## config.mk

```make
export PLATFORM = sky130hd
export DESIGN_NAME = http_chunked_body_decoder
export DESIGN_NICKNAME = d
export VERILOG_FILES = /design/src/design/hcbd_pkg.sv /design/src/design/http_chunked_body_decoder.sv /design/src/design/hcbd_step.sv
export SDC_FILE = /design/constraint.sdc
export NUM_CORES = 1
export LEC_CHECK = 0
export ABC_AREA = 1
export BUFFER_PORTS_ARGS = -buffer_cell sky130_fd_sc_hd__buf_2
export CORE_UTILIZATION = 50
export DETAILED_ROUTE_END_ITERATION = 10
export PLACE_DENSITY = 0.69
export SLEW_MARGIN = 20
export SYNTH_ARGS = -nofsm -noshare
export SYNTH_HDL_FRONTEND = slang
export SYNTH_SLANG_ARGS = --single-unit
```

## constraint.sdc

```tcl
create_clock -name clk -period 1.95 [get_ports clk]
set_input_delay 0.39 -clock clk [delete_from_list [all_inputs] [get_ports clk]]
set_output_delay 0.39 -clock clk [all_outputs]
set_load 0.02 [all_outputs]
```

## src/design/hcbd_pkg.sv

```systemverilog
// Shared types, character codes and size-line helper functions of the chunked body decoder.
package hcbd_pkg;

  localparam int SIZE_BITS = 64;

  localparam logic [7:0] CHAR_CR    = 8'h0D;
  localparam logic [7:0] CHAR_LF    = 8'h0A;
  localparam logic [7:0] CHAR_TAB   = 8'h09;
  localparam logic [7:0] CHAR_VT    = 8'h0B;
  localparam logic [7:0] CHAR_FF    = 8'h0C;
  localparam logic [7:0] CHAR_SPACE = 8'h20;
  localparam logic [7:0] CHAR_LO_X  = 8'h78;
  localparam logic [7:0] CHAR_UP_X  = 8'h58;

  typedef enum logic [2:0] {
    PH_SIZE = 3'd0,
    PH_DATA = 3'd1,
    PH_CR   = 3'd2,
    PH_LF   = 3'd3,
    PH_DONE = 3'd4,
    PH_ERR  = 3'd5,
    PH_OVF  = 3'd6
  } phase_t;

  typedef enum logic [1:0] {
    KIND_DATA  = 2'd0,
    KIND_END   = 2'd1,
    KIND_ERR   = 2'd2,
    KIND_TRUNC = 2'd3
  } kind_t;

  typedef struct packed {
    phase_t               phase;
    logic [SIZE_BITS-1:0] rem_count;
    logic                 digit_seen;
    logic                 digits_ended;
    logic                 prefix_zero_pending;
    logic                 cr_pending;
  } state_t;

  typedef struct packed {
    logic       vld;
    kind_t      kind;
    logic [7:0] payload_byte;
    logic       chunk_last;
  } result_t;

  // Bit 4 is set when the character is a hex digit; bits 3:0 hold its value.
  function automatic logic [4:0] hex_digit(logic [7:0] c);
    logic [4:0] h;
    h = 5'd0;
    if (c >= 8'h30 && c <= 8'h39) begin
      h = {1'b1, 4'(c - 8'h30)};
    end else if (c >= 8'h61 && c <= 8'h66) begin
      h = {1'b1, 4'(c - 8'h57)};
    end else if (c >= 8'h41 && c <= 8'h46) begin
      h = {1'b1, 4'(c - 8'h37)};
    end
    return h;
  endfunction

  function automatic logic is_blank(logic [7:0] c);
    return (c == CHAR_SPACE) || (c == CHAR_TAB) || (c == CHAR_LF) ||
           (c == CHAR_VT) || (c == CHAR_FF) || (c == CHAR_CR);
  endfunction

  // One ordinary character of the size line, outside the closing CR LF.
  function automatic state_t line_char(state_t s, logic [7:0] c);
    state_t     r;
    logic [4:0] h;
    r = s;
    h = hex_digit(c);
    if (s.phase == PH_SIZE && !s.digits_ended) begin
      if (!s.digit_seen) begin
        if (!is_blank(c)) begin
          if (!h[4]) begin
            r.digits_ended = 1'b1;
          end else begin
            r.digit_seen          = 1'b1;
            r.prefix_zero_pending = (h[3:0] == 4'd0);
            r.rem_count           = SIZE_BITS'(h[3:0]);
          end
        end
      end else if (s.prefix_zero_pending && (c == CHAR_LO_X || c == CHAR_UP_X)) begin
        r.prefix_zero_pending = 1'b0;
      end else begin
        r.prefix_zero_pending = 1'b0;
        if (!h[4]) begin
          r.digits_ended = 1'b1;
        end else if (s.rem_count[SIZE_BITS-1 -: 4] != 4'd0) begin
          r.phase = PH_OVF;
        end else begin
          r.rem_count = {s.rem_count[SIZE_BITS-5:0], h[3:0]};
        end
      end
    end
    return r;
  endfunction

endpackage

```

## src/design/http_chunked_body_decoder.sv

```systemverilog
// Top level of the HTTP/1.1 chunked transfer body decoder.
//
// The input channel carries one item per raw body byte (in_body_byte), or a
// stream-closed mark (in_stream_closed high, byte ignored). The result channel
// carries at most one item per input item: a payload byte with its chunk_last
// flag, an end-of-body mark, a format error, or a truncation report.
// Size-line bytes (but for the LF that ends a zero-size or faulty size line),
// the CR LF after each chunk and all bytes after the end of the body or an
// error give no result item. An accepted item is held in the input register;
// the decode logic then updates the state and loads the output register, whose
// result shows on the out_ ports until the receiver takes it.
// One item is taken every cycle while the receiver does not stall: the state
// update is a single pass through the decode logic, whose longest path is the
// 64-bit chunk count (shift-in of a hex digit or a decrement with a compare).
// When the receiver stalls, the result waits in the output register while an
// empty input register still takes one more item; then in_ready drops.
// Reset (rst_n low, synchronous) empties both registers and returns the
// decoder to the start of a size line. End of body and errors are sticky
// until the next reset.
module http_chunked_body_decoder (
  input  logic       clk,
  input  logic       rst_n,
  input  logic       in_valid,
  output logic       in_ready,
  input  logic [7:0] in_body_byte,
  input  logic       in_stream_closed,
  output logic       out_valid,
  input  logic       out_ready,
  output logic [1:0] out_kind,
  output logic [7:0] out_payload_byte,
  output logic       out_chunk_last
);

  // Input register.
  logic       in_valid_r;
  logic [7:0] in_byte_r;
  logic       in_closed_r;

  // Decoder state and its next value.
  hcbd_pkg::state_t  state_r;
  hcbd_pkg::state_t  state_nxt;
  hcbd_pkg::result_t step_res;

  // Output register.
  logic              out_valid_r;
  hcbd_pkg::result_t out_res_r;

  logic step_go;

  // The held item is decoded once the output register is free or being emptied.
  assign step_go  = in_valid_r && (!out_valid_r || out_ready);
  assign in_ready = !in_valid_r || step_go;

  hcbd_step u_step (
    .st            (state_r),
    .body_byte     (in_byte_r),
    .stream_closed (in_closed_r),
    .st_nxt        (state_nxt),
    .res           (step_res)
  );

  always_ff @(posedge clk) begin
    if (!rst_n) begin
      in_valid_r <= 1'b0;
    end else if (in_ready) begin
      in_valid_r <= in_valid;
    end
  end

  always_ff @(posedge clk) begin
    if (in_valid && in_ready) begin
      in_byte_r   <= in_body_byte;
      in_closed_r <= in_stream_closed;
    end
  end

  always_ff @(posedge clk) begin
    if (!rst_n) begin
      state_r <= '{phase: hcbd_pkg::PH_SIZE, rem_count: '0, digit_seen: 1'b0,
                   digits_ended: 1'b0, prefix_zero_pending: 1'b0, cr_pending: 1'b0};
    end else if (step_go) begin
      state_r <= state_nxt;
    end
  end

  always_ff @(posedge clk) begin
    if (!rst_n) begin
      out_valid_r <= 1'b0;
    end else if (step_go) begin
      out_valid_r <= step_res.vld;
    end else if (out_ready) begin
      out_valid_r <= 1'b0;
    end
  end

  always_ff @(posedge clk) begin
    if (step_go) begin
      out_res_r <= step_res;
    end
  end

  assign out_valid        = out_valid_r;
  assign out_kind         = 2'(out_res_r.kind);
  assign out_payload_byte = out_res_r.payload_byte;
  assign out_chunk_last   = out_res_r.chunk_last;

endmodule

```

## src/design/hcbd_step.sv

```systemverilog
// Combinational decode of one body byte against the current decoder state.
module hcbd_step (
  input  hcbd_pkg::state_t  st,
  input  logic [7:0]        body_byte,
  input  logic              stream_closed,
  output hcbd_pkg::state_t  st_nxt,
  output hcbd_pkg::result_t res
);

  always_comb begin
    hcbd_pkg::state_t ln;
    logic             active;
    ln     = st;
    st_nxt = st;
    res    = '{vld: 1'b0, kind: hcbd_pkg::KIND_DATA, payload_byte: 8'd0, chunk_last: 1'b0};
    active = (st.phase == hcbd_pkg::PH_SIZE) || (st.phase == hcbd_pkg::PH_OVF) ||
             (st.phase == hcbd_pkg::PH_DATA) || (st.phase == hcbd_pkg::PH_CR) ||
             (st.phase == hcbd_pkg::PH_LF);
    if (active) begin
      if (stream_closed) begin
        st_nxt.phase = hcbd_pkg::PH_ERR;
        res.vld      = 1'b1;
        res.kind     = (st.phase == hcbd_pkg::PH_DATA) ? hcbd_pkg::KIND_TRUNC
                                                       : hcbd_pkg::KIND_ERR;
      end else begin
        case (st.phase)
          hcbd_pkg::PH_DATA: begin
            st_nxt.rem_count = st.rem_count - (hcbd_pkg::SIZE_BITS)'(1);
            res.vld          = 1'b1;
            res.payload_byte = body_byte;
            if (st.rem_count == (hcbd_pkg::SIZE_BITS)'(1)) begin
              st_nxt.phase   = hcbd_pkg::PH_CR;
              res.chunk_last = 1'b1;
            end
          end
          hcbd_pkg::PH_CR: begin
            if (body_byte != hcbd_pkg::CHAR_CR) begin
              st_nxt.phase = hcbd_pkg::PH_ERR;
              res.vld      = 1'b1;
              res.kind     = hcbd_pkg::KIND_ERR;
            end else begin
              st_nxt.phase = hcbd_pkg::PH_LF;
            end
          end
          hcbd_pkg::PH_LF: begin
            if (body_byte != hcbd_pkg::CHAR_LF) begin
              st_nxt.phase = hcbd_pkg::PH_ERR;
              res.vld      = 1'b1;
              res.kind     = hcbd_pkg::KIND_ERR;
            end else begin
              st_nxt = '{phase: hcbd_pkg::PH_SIZE, rem_count: '0, digit_seen: 1'b0,
                         digits_ended: 1'b0, prefix_zero_pending: 1'b0, cr_pending: 1'b0};
            end
          end
          default: begin
            // Size line, with or without an overflowed value.
            if (st.cr_pending && body_byte == hcbd_pkg::CHAR_LF) begin
              st_nxt.cr_pending = 1'b0;
              if (st.phase == hcbd_pkg::PH_OVF || !st.digit_seen) begin
                st_nxt.phase = hcbd_pkg::PH_ERR;
                res.vld      = 1'b1;
                res.kind     = hcbd_pkg::KIND_ERR;
              end else if (st.rem_count == '0) begin
                st_nxt.phase = hcbd_pkg::PH_DONE;
                res.vld      = 1'b1;
                res.kind     = hcbd_pkg::KIND_END;
              end else begin
                st_nxt.phase               = hcbd_pkg::PH_DATA;
                st_nxt.digit_seen          = 1'b0;
                st_nxt.digits_ended        = 1'b0;
                st_nxt.prefix_zero_pending = 1'b0;
              end
            end else begin
              // A CR not followed by LF is an ordinary blank of the line.
              if (st.cr_pending) begin
                ln.cr_pending = 1'b0;
                ln = hcbd_pkg::line_char(ln, hcbd_pkg::CHAR_CR);
              end
              if (body_byte == hcbd_pkg::CHAR_CR) begin
                ln.cr_pending = 1'b1;
              end else begin
                ln = hcbd_pkg::line_char(ln, body_byte);
              end
              st_nxt = ln;
            end
          end
        endcase
      end
    end
  end

endmodule

```

======== Word-level counts from Yosys, hierarchy flattened ========
Index checks and enable logic that the tools add are counted.
operators by class
  $add $sub $neg .......................... 4
  $lt $le $gt $ge ......................... 6
  equal/unequal tests ..................... 20
  muxes and demuxes ....................... 61
  bitwise operators ....................... 5
  reduce and logical (&&, ||, !) cells .... 40
operator list
  cell                   number
  $mux 71                4
  $mux 67                3
  $mux 64                3
  $pmux 64 s3            1
  $mux 70                2
  $mux 68                1
  $mux 65                1
  $eq 64x1->1 const B    1
  $logic_not 64->1       1
  $sub 64x1->64 const B  1
  $mux 3                 18
  $eq 8x4->1 const B     5
  $mux 5                 8
  $mux 9                 2
  $eq 8x7->1 const B     2
  $ge 8x7->1 const B     2
  $le 8x7->1 const B     2
  $ne 8x4->1 const B     2
  $logic_or 1x1->1       13
  $mux 12                1
  $logic_and 1x1->1      9
  $mux 1                 9
  $pmux 3 s3             1
  $eq 8x6->1 const B     1
  other kinds (28)       43
word-level totals
  flip-flop bits (word level) ............. 93
  bits of input ports ..................... 13
  output and inout bits ................... 13
  word-level logic and storage cells ...... 149

======== Logic depth before layout (Yosys ltp) ========
  depth in word-level cells ............... 19
  gate-level depth with buffers ........... 16

======== Cells and area by module ========
Synthesis repeated with hierarchy kept, for this count alone.
second synthesis, totals
  cell total of the unflattened synthesis .. 1911
  area total of the unflattened synthesis .. 10256.1 µm²
modules (own cells, without submodules)
  module                     instances  cells an instance  area an instance (µm²)  seq. area each (µm²)
  hcbd_step                  1          1413               6165.9                  0.0
  http_chunked_body_decoder  1          498                4090.2                  2062.0

======== Worst setup path before layout ========
Ideal clock, no wire load.
  path kind ............................... reg2reg
  from .................................... register in_byte_r[0]
  to ...................................... register state_r[66] (netlist name)
  setup time .............................. 0.120 ns
  arrival time ............................ 1.801 ns
  required time ........................... 1.830 ns
  path slack .............................. 0.030 ns
  stages on the path, launching flop included .. 14
  path buffers ............................ 2
  period minus slack after synthesis ...... 1.920 ns
  cell sequence ........................... edfxtp_1 -> inv_1 -> ha_1 -> nand2_2 -> nand3_1 -> nand2_1 -> nand2_2 -> nand3_2 -> nand2_1 -> nand2_2 -> buf_6 -> buf_6 -> a21oi_1 -> a21oi_1
on the way
  longest elaborated chain between the ends .. 17
  elaborated cells between the ends (all ways) .. 46
  those cells by class .................... order compare (6); eq/ne (11); mux (17); reduce/logical (12)
RTL lines
  item                                      RTL line                         text
  start: declaration                        http_chunked_body_decoder.sv:36  logic [7:0] in_byte_r;
  start signal: assignment                  http_chunked_body_decoder.sv:72  in_byte_r <= in_body_byte;
  $ge 8x7->1 or $le 8x7->1 (tied branches)  hcbd_pkg.sv:56                   end else if (c >= 8'h41 && c <= 8'h46) begin
  $logic_and 1x1->1                         hcbd_pkg.sv:56
  $mux 5                                    hcbd_pkg.sv:56
  $mux 5                                    hcbd_pkg.sv:54                   end else if (c >= 8'h61 && c <= 8'h66) begin
  $mux 5                                    hcbd_pkg.sv:52                   if (c >= 8'h30 && c <= 8'h39) begin
  $mux 5                                    hcbd_step.sv:79                  if (body_byte == hcbd_pkg::CHAR_CR) begin
  $mux 5                                    hcbd_step.sv:57                  if (st.cr_pending && body_byte == hcbd_pkg::CHAR_LF) begin
  $mux 5                                    hcbd_step.sv:26                  case (st.phase)
  $mux 5                                    hcbd_step.sv:20                  if (stream_closed) begin
  $mux 5                                    hcbd_step.sv:19                  if (active) begin
  $mux 65 or $mux 67 (tied branches)        hcbd_pkg.sv:76, hcbd_pkg.sv:88
  $mux 67 (on tied branches)                hcbd_pkg.sv:75, hcbd_pkg.sv:84
  $mux 64                                   hcbd_pkg.sv:74                   if (!s.digit_seen) begin
  $mux 70                                   hcbd_pkg.sv:73                   if (s.phase == PH_SIZE && !s.digits_ended) begin
  $mux 70                                   hcbd_step.sv:79
  $mux 64                                   hcbd_step.sv:57
  $pmux 64 s3                               hcbd_step.sv:26
  end signal: assignment                    http_chunked_body_decoder.sv:79  state_r <= '{phase: hcbd_pkg::PH_SIZE, rem_count: '0, digit_seen: 1'b0,
  end signal: assignment                    http_chunked_body_decoder.sv:82  state_r <= state_nxt;
  end: declaration                          http_chunked_body_decoder.sv:40  hcbd_pkg::state_t state_r;
Several ways; a longest one is shown, not always the timed one. The select of a mux whose other input is x is not followed.
A chain may end at the register's enable or synchronous reset.

======== Final worst setup path ========
  from .................................... register in_byte_r[1]
  to ...................................... register state_r[39] (netlist name)
The elaborated chain is that of the path after synthesis.

==> qor.yml <==
core-area_um2: 12800
outcome: "finished, violations left"
irDropWorstVdd_uv: 512
m1WireLength_um: 10100
grt_pass1_wl_um: 34200
synth_xor_area_share_pct: 0.922
synth_top_family_by_area: "simple AND/OR/NAND/NOR gates"
wl_per_cell_um: 16.6
clk_latency_ns: 0.37
place_congestion: 0.911
grt_max_degree: 47
rsz0062_at_grt: "yes"
die_w_um: 117
async_flop_share_pct: 0
fin_crit_ns: 2.05
drt-total-wl_um: 23700
grt_pass1_vias: 6860
synth_area_leader_cell: "dfxtp_1"
globalRouteTotalUtil_pct: 31.2
switching_power_mw: 2.07
drive_above_1_share_pct: 26.7
cts_max_level: 3
drc: 0
p_int_mw: 3.69
ys.flop_type: "dfxtp_1"
synthesis.nets: 1129
hold_path_class: "input port to flop"
synthAdderAreaFrac_pct: 1.13
yosys_warnings: 0
path_clk_slew_ns: 0.07
worstPathArrival_ns: 2.35
synth_area_leaders: "dfxtp_1 (22%), nand2_1 (16%), nor2_1 (12%)"
syn_inst: 1110
ys_ff_latch: 93
cts_buffers: 9
die_y_um: 117
synth_compound_area_share_pct: 17.9
synth_mux_area_share_pct: 0
pwr_density_cell_nw_per_um2: 638
met3_length_um: 2220
r2r_slack_ns: -0.1
area_delta_synth_final_pct: 35.7
skew_ns: 0.00747
cts.sinks: 93
wl_met2_um: 10700
diodes: 0
p_clk_share_pct: 32.4
fmax_mhz: 488
vias: 7964
yosysUniqueCellTypes: 34
grt_overflow_total: 0
highest_layer: "met4"
ys_seq_area_share_pct: 31.0
cts_tree: "yes"
synth_enable_flop_cells: 20
port_buffers: 25
synthTopCellsByCount: "nand2_1 (278), nor2_1 (214), inv_1 (118)"
nNetsFinal: 1270
seqPwrFrac_pct: 35.7
finalHoldViolations: 0
top_level_ports: 26
antenna_found_initial: 0
relSlewSlack_pct: 68.8
dieArea_um2: 13800
hold_buffers: 0
slew_viol_final: 0
rows: 41
crit_fanout: 6
drt-pass1-iter-count: 5
viasPerCell: 5.58
start_kind: "flop"
combinationalPowerShare_pct: 31.9
timing.final.crit_share_pct: 105
cap_violations: 0
final_core_util_pct: 70.6
dr.first_iter.drc_count: 952
synth-simple-area-share_pct: 39.0
cts_buffer_depth: 2
yosysMostFrequentCell: "nand2_1"
start_util_pct: 52.1
violations: "setup timing"
finalSetupViolations: 65
root_buffer: "clkbuf_16"
critical_path_class: "flop to flop"
syn_area_per_cell_um2: 5.99
netlist.area_leader.share_pct: 22.0
cp.required_ns: 2.25
pre_cts_ws_ns: -0.0840
netlist_area_um2: 6650
p_leak_nw: 4.35
worst_pin_slew_ns: 0.468
p_total_mw: 5.76
fin_ws_ns: -0.0993
tns_ns: -2.89
switching_share_pct: 35.9
antenna_left: 0
dp_hpwl_um: 15500
end_kind: "flop"
cell families (layout without fill, tap and decap cells):
family / count (synthesis) / count (layout)
AO/OA/AOI/OAI: 214 / 214
XOR/XNOR: 7 / 7
adder cells (fa/ha/maj): 6 / 6
buffers and inverters: 163 / 308
flip-flops: 93 / 93
AND/OR/NAND/NOR: 627 / 628
final cells by class:
cell class | count | area, µm²
Timing Repair Buffer | 163 | 1460
Multi-Input combinational cell | 855 | 4500
Sequential cell | 93 | 2060
Inverter | 129 | 484
Clock inverter | 7 | 75.1
Fill cell | 1073 | 3750
Tap cell | 172 | 215
Clock buffer | 9 | 225
flip-flops by register name, indices dropped and copies added (netlist names):
| name | flops |
|---|---|
| in_valid_r | 1 |
| out_valid | 1 |
| out_kind | 2 |
| state_r | 71 |
| out_payload_byte | 8 |
| in_byte_r | 8 |
| in_closed_r | 1 |
| out_chunk_last | 1 |
critical path, cell delays in order, from the launching register on:
cell,delay (ns)
edfxtp_1,0.49
inv_2,0.16
ha_4,0.18
nand2_1,0.07
nand3_1,0.08
nand2_1,0.08
nand2_2,0.11
nand3_4,0.12
a21oi_4,0.19
buf_12,0.15
buf_8,0.13
nand2_1,0.08
a21oi_2,0.14
what timing repair did:
item,4_1_cts,5_1_grt
resized for setup,18,177
gates cloned,0,13
setup buffers,2,12
pin swaps,0,38
endpoints found under the setup margin,57,74
path summary, 6_finish.rpt:
| path | from | to | depth (start not counted) |
|---|---|---|---|
| worst min-delay path | in_body_byte[2] | in_byte_r[2] | 1 |
| worst max register to register | in_byte_r[1] | state_r[39] | 12 |
| worst min register to register | state_r[2] | state_r[2] | 2 |
| worst max-delay path | in_byte_r[1] | state_r[39] | 12 |
power groups by stage:
stage          clock network (mW)  logic, mW  registers [mW]
4_1_cts                      1.85       1.60            2.05
5_1_grt                      1.94       2.02            2.06
3_3_place_gp                    0       1.55            2.09
6_report                     1.87       1.84            2.05
2_1_floorplan                   0      0.960            2.10
3_5_place_dp                    0       1.57            2.09
layer usage:
metal	global-route usage [%]	vias to the layer above
li1	-	3881
met1	43.2	3616
met2	48.9	408
met3	4.96	59
met4	11.2	0
met5	0	-
through the flow:
| stage | hold slack [ns] | std cells | area (µm²) |
|---|---|---|---|
| after global placement | 0.453 | 1385 | 7770 |
| after CTS | 0.198 | 1403 | 8130 |
| after global routing | 0.195 | 1428 | 9020 |
| after floorplan | 0.444 | 1110 | 6650 |
| after detailed placement | 0.473 | 1385 | 7770 |
| final | 0.198 | 1428 | 9020 |
layout by cell type (no fill, tap or decap), types with 3 or more instances in the layout:
| cell type | n |
|---|---|
| nand2_8 | 3 |
| nor2_1 | 186 |
| buf_6 | 7 |
| buf_4 | 111 |
| o21a_1 | 13 |
| clkinvlp_4 | 3 |
| nor2_4 | 15 |
| dfxtp_1 | 73 |
| o22ai_1 | 8 |
| edfxtp_1 | 20 |
| o21ai_2 | 20 |
| buf_2 | 25 |
| inv_1 | 112 |
| a21oi_1 | 52 |
| nand2_4 | 9 |
| o21ai_0 | 64 |
| clkinv_1 | 4 |
| nand3_1 | 85 |
| xor2_1 | 7 |
| nor3_1 | 10 |
| a21oi_4 | 6 |
| a21oi_2 | 26 |
| ha_4 | 3 |
| inv_2 | 13 |
| clkbuf_16 | 16 |
| o21ai_1 | 19 |
| nand4_1 | 11 |
| nand3_2 | 6 |
| buf_12 | 10 |
| nand2_2 | 23 |
| buf_8 | 3 |
| nand2_1 | 249 |
| nor2_2 | 24 |
| nor3_2 | 3 |
No activity file was read; power rests on OpenSTA's default activity.
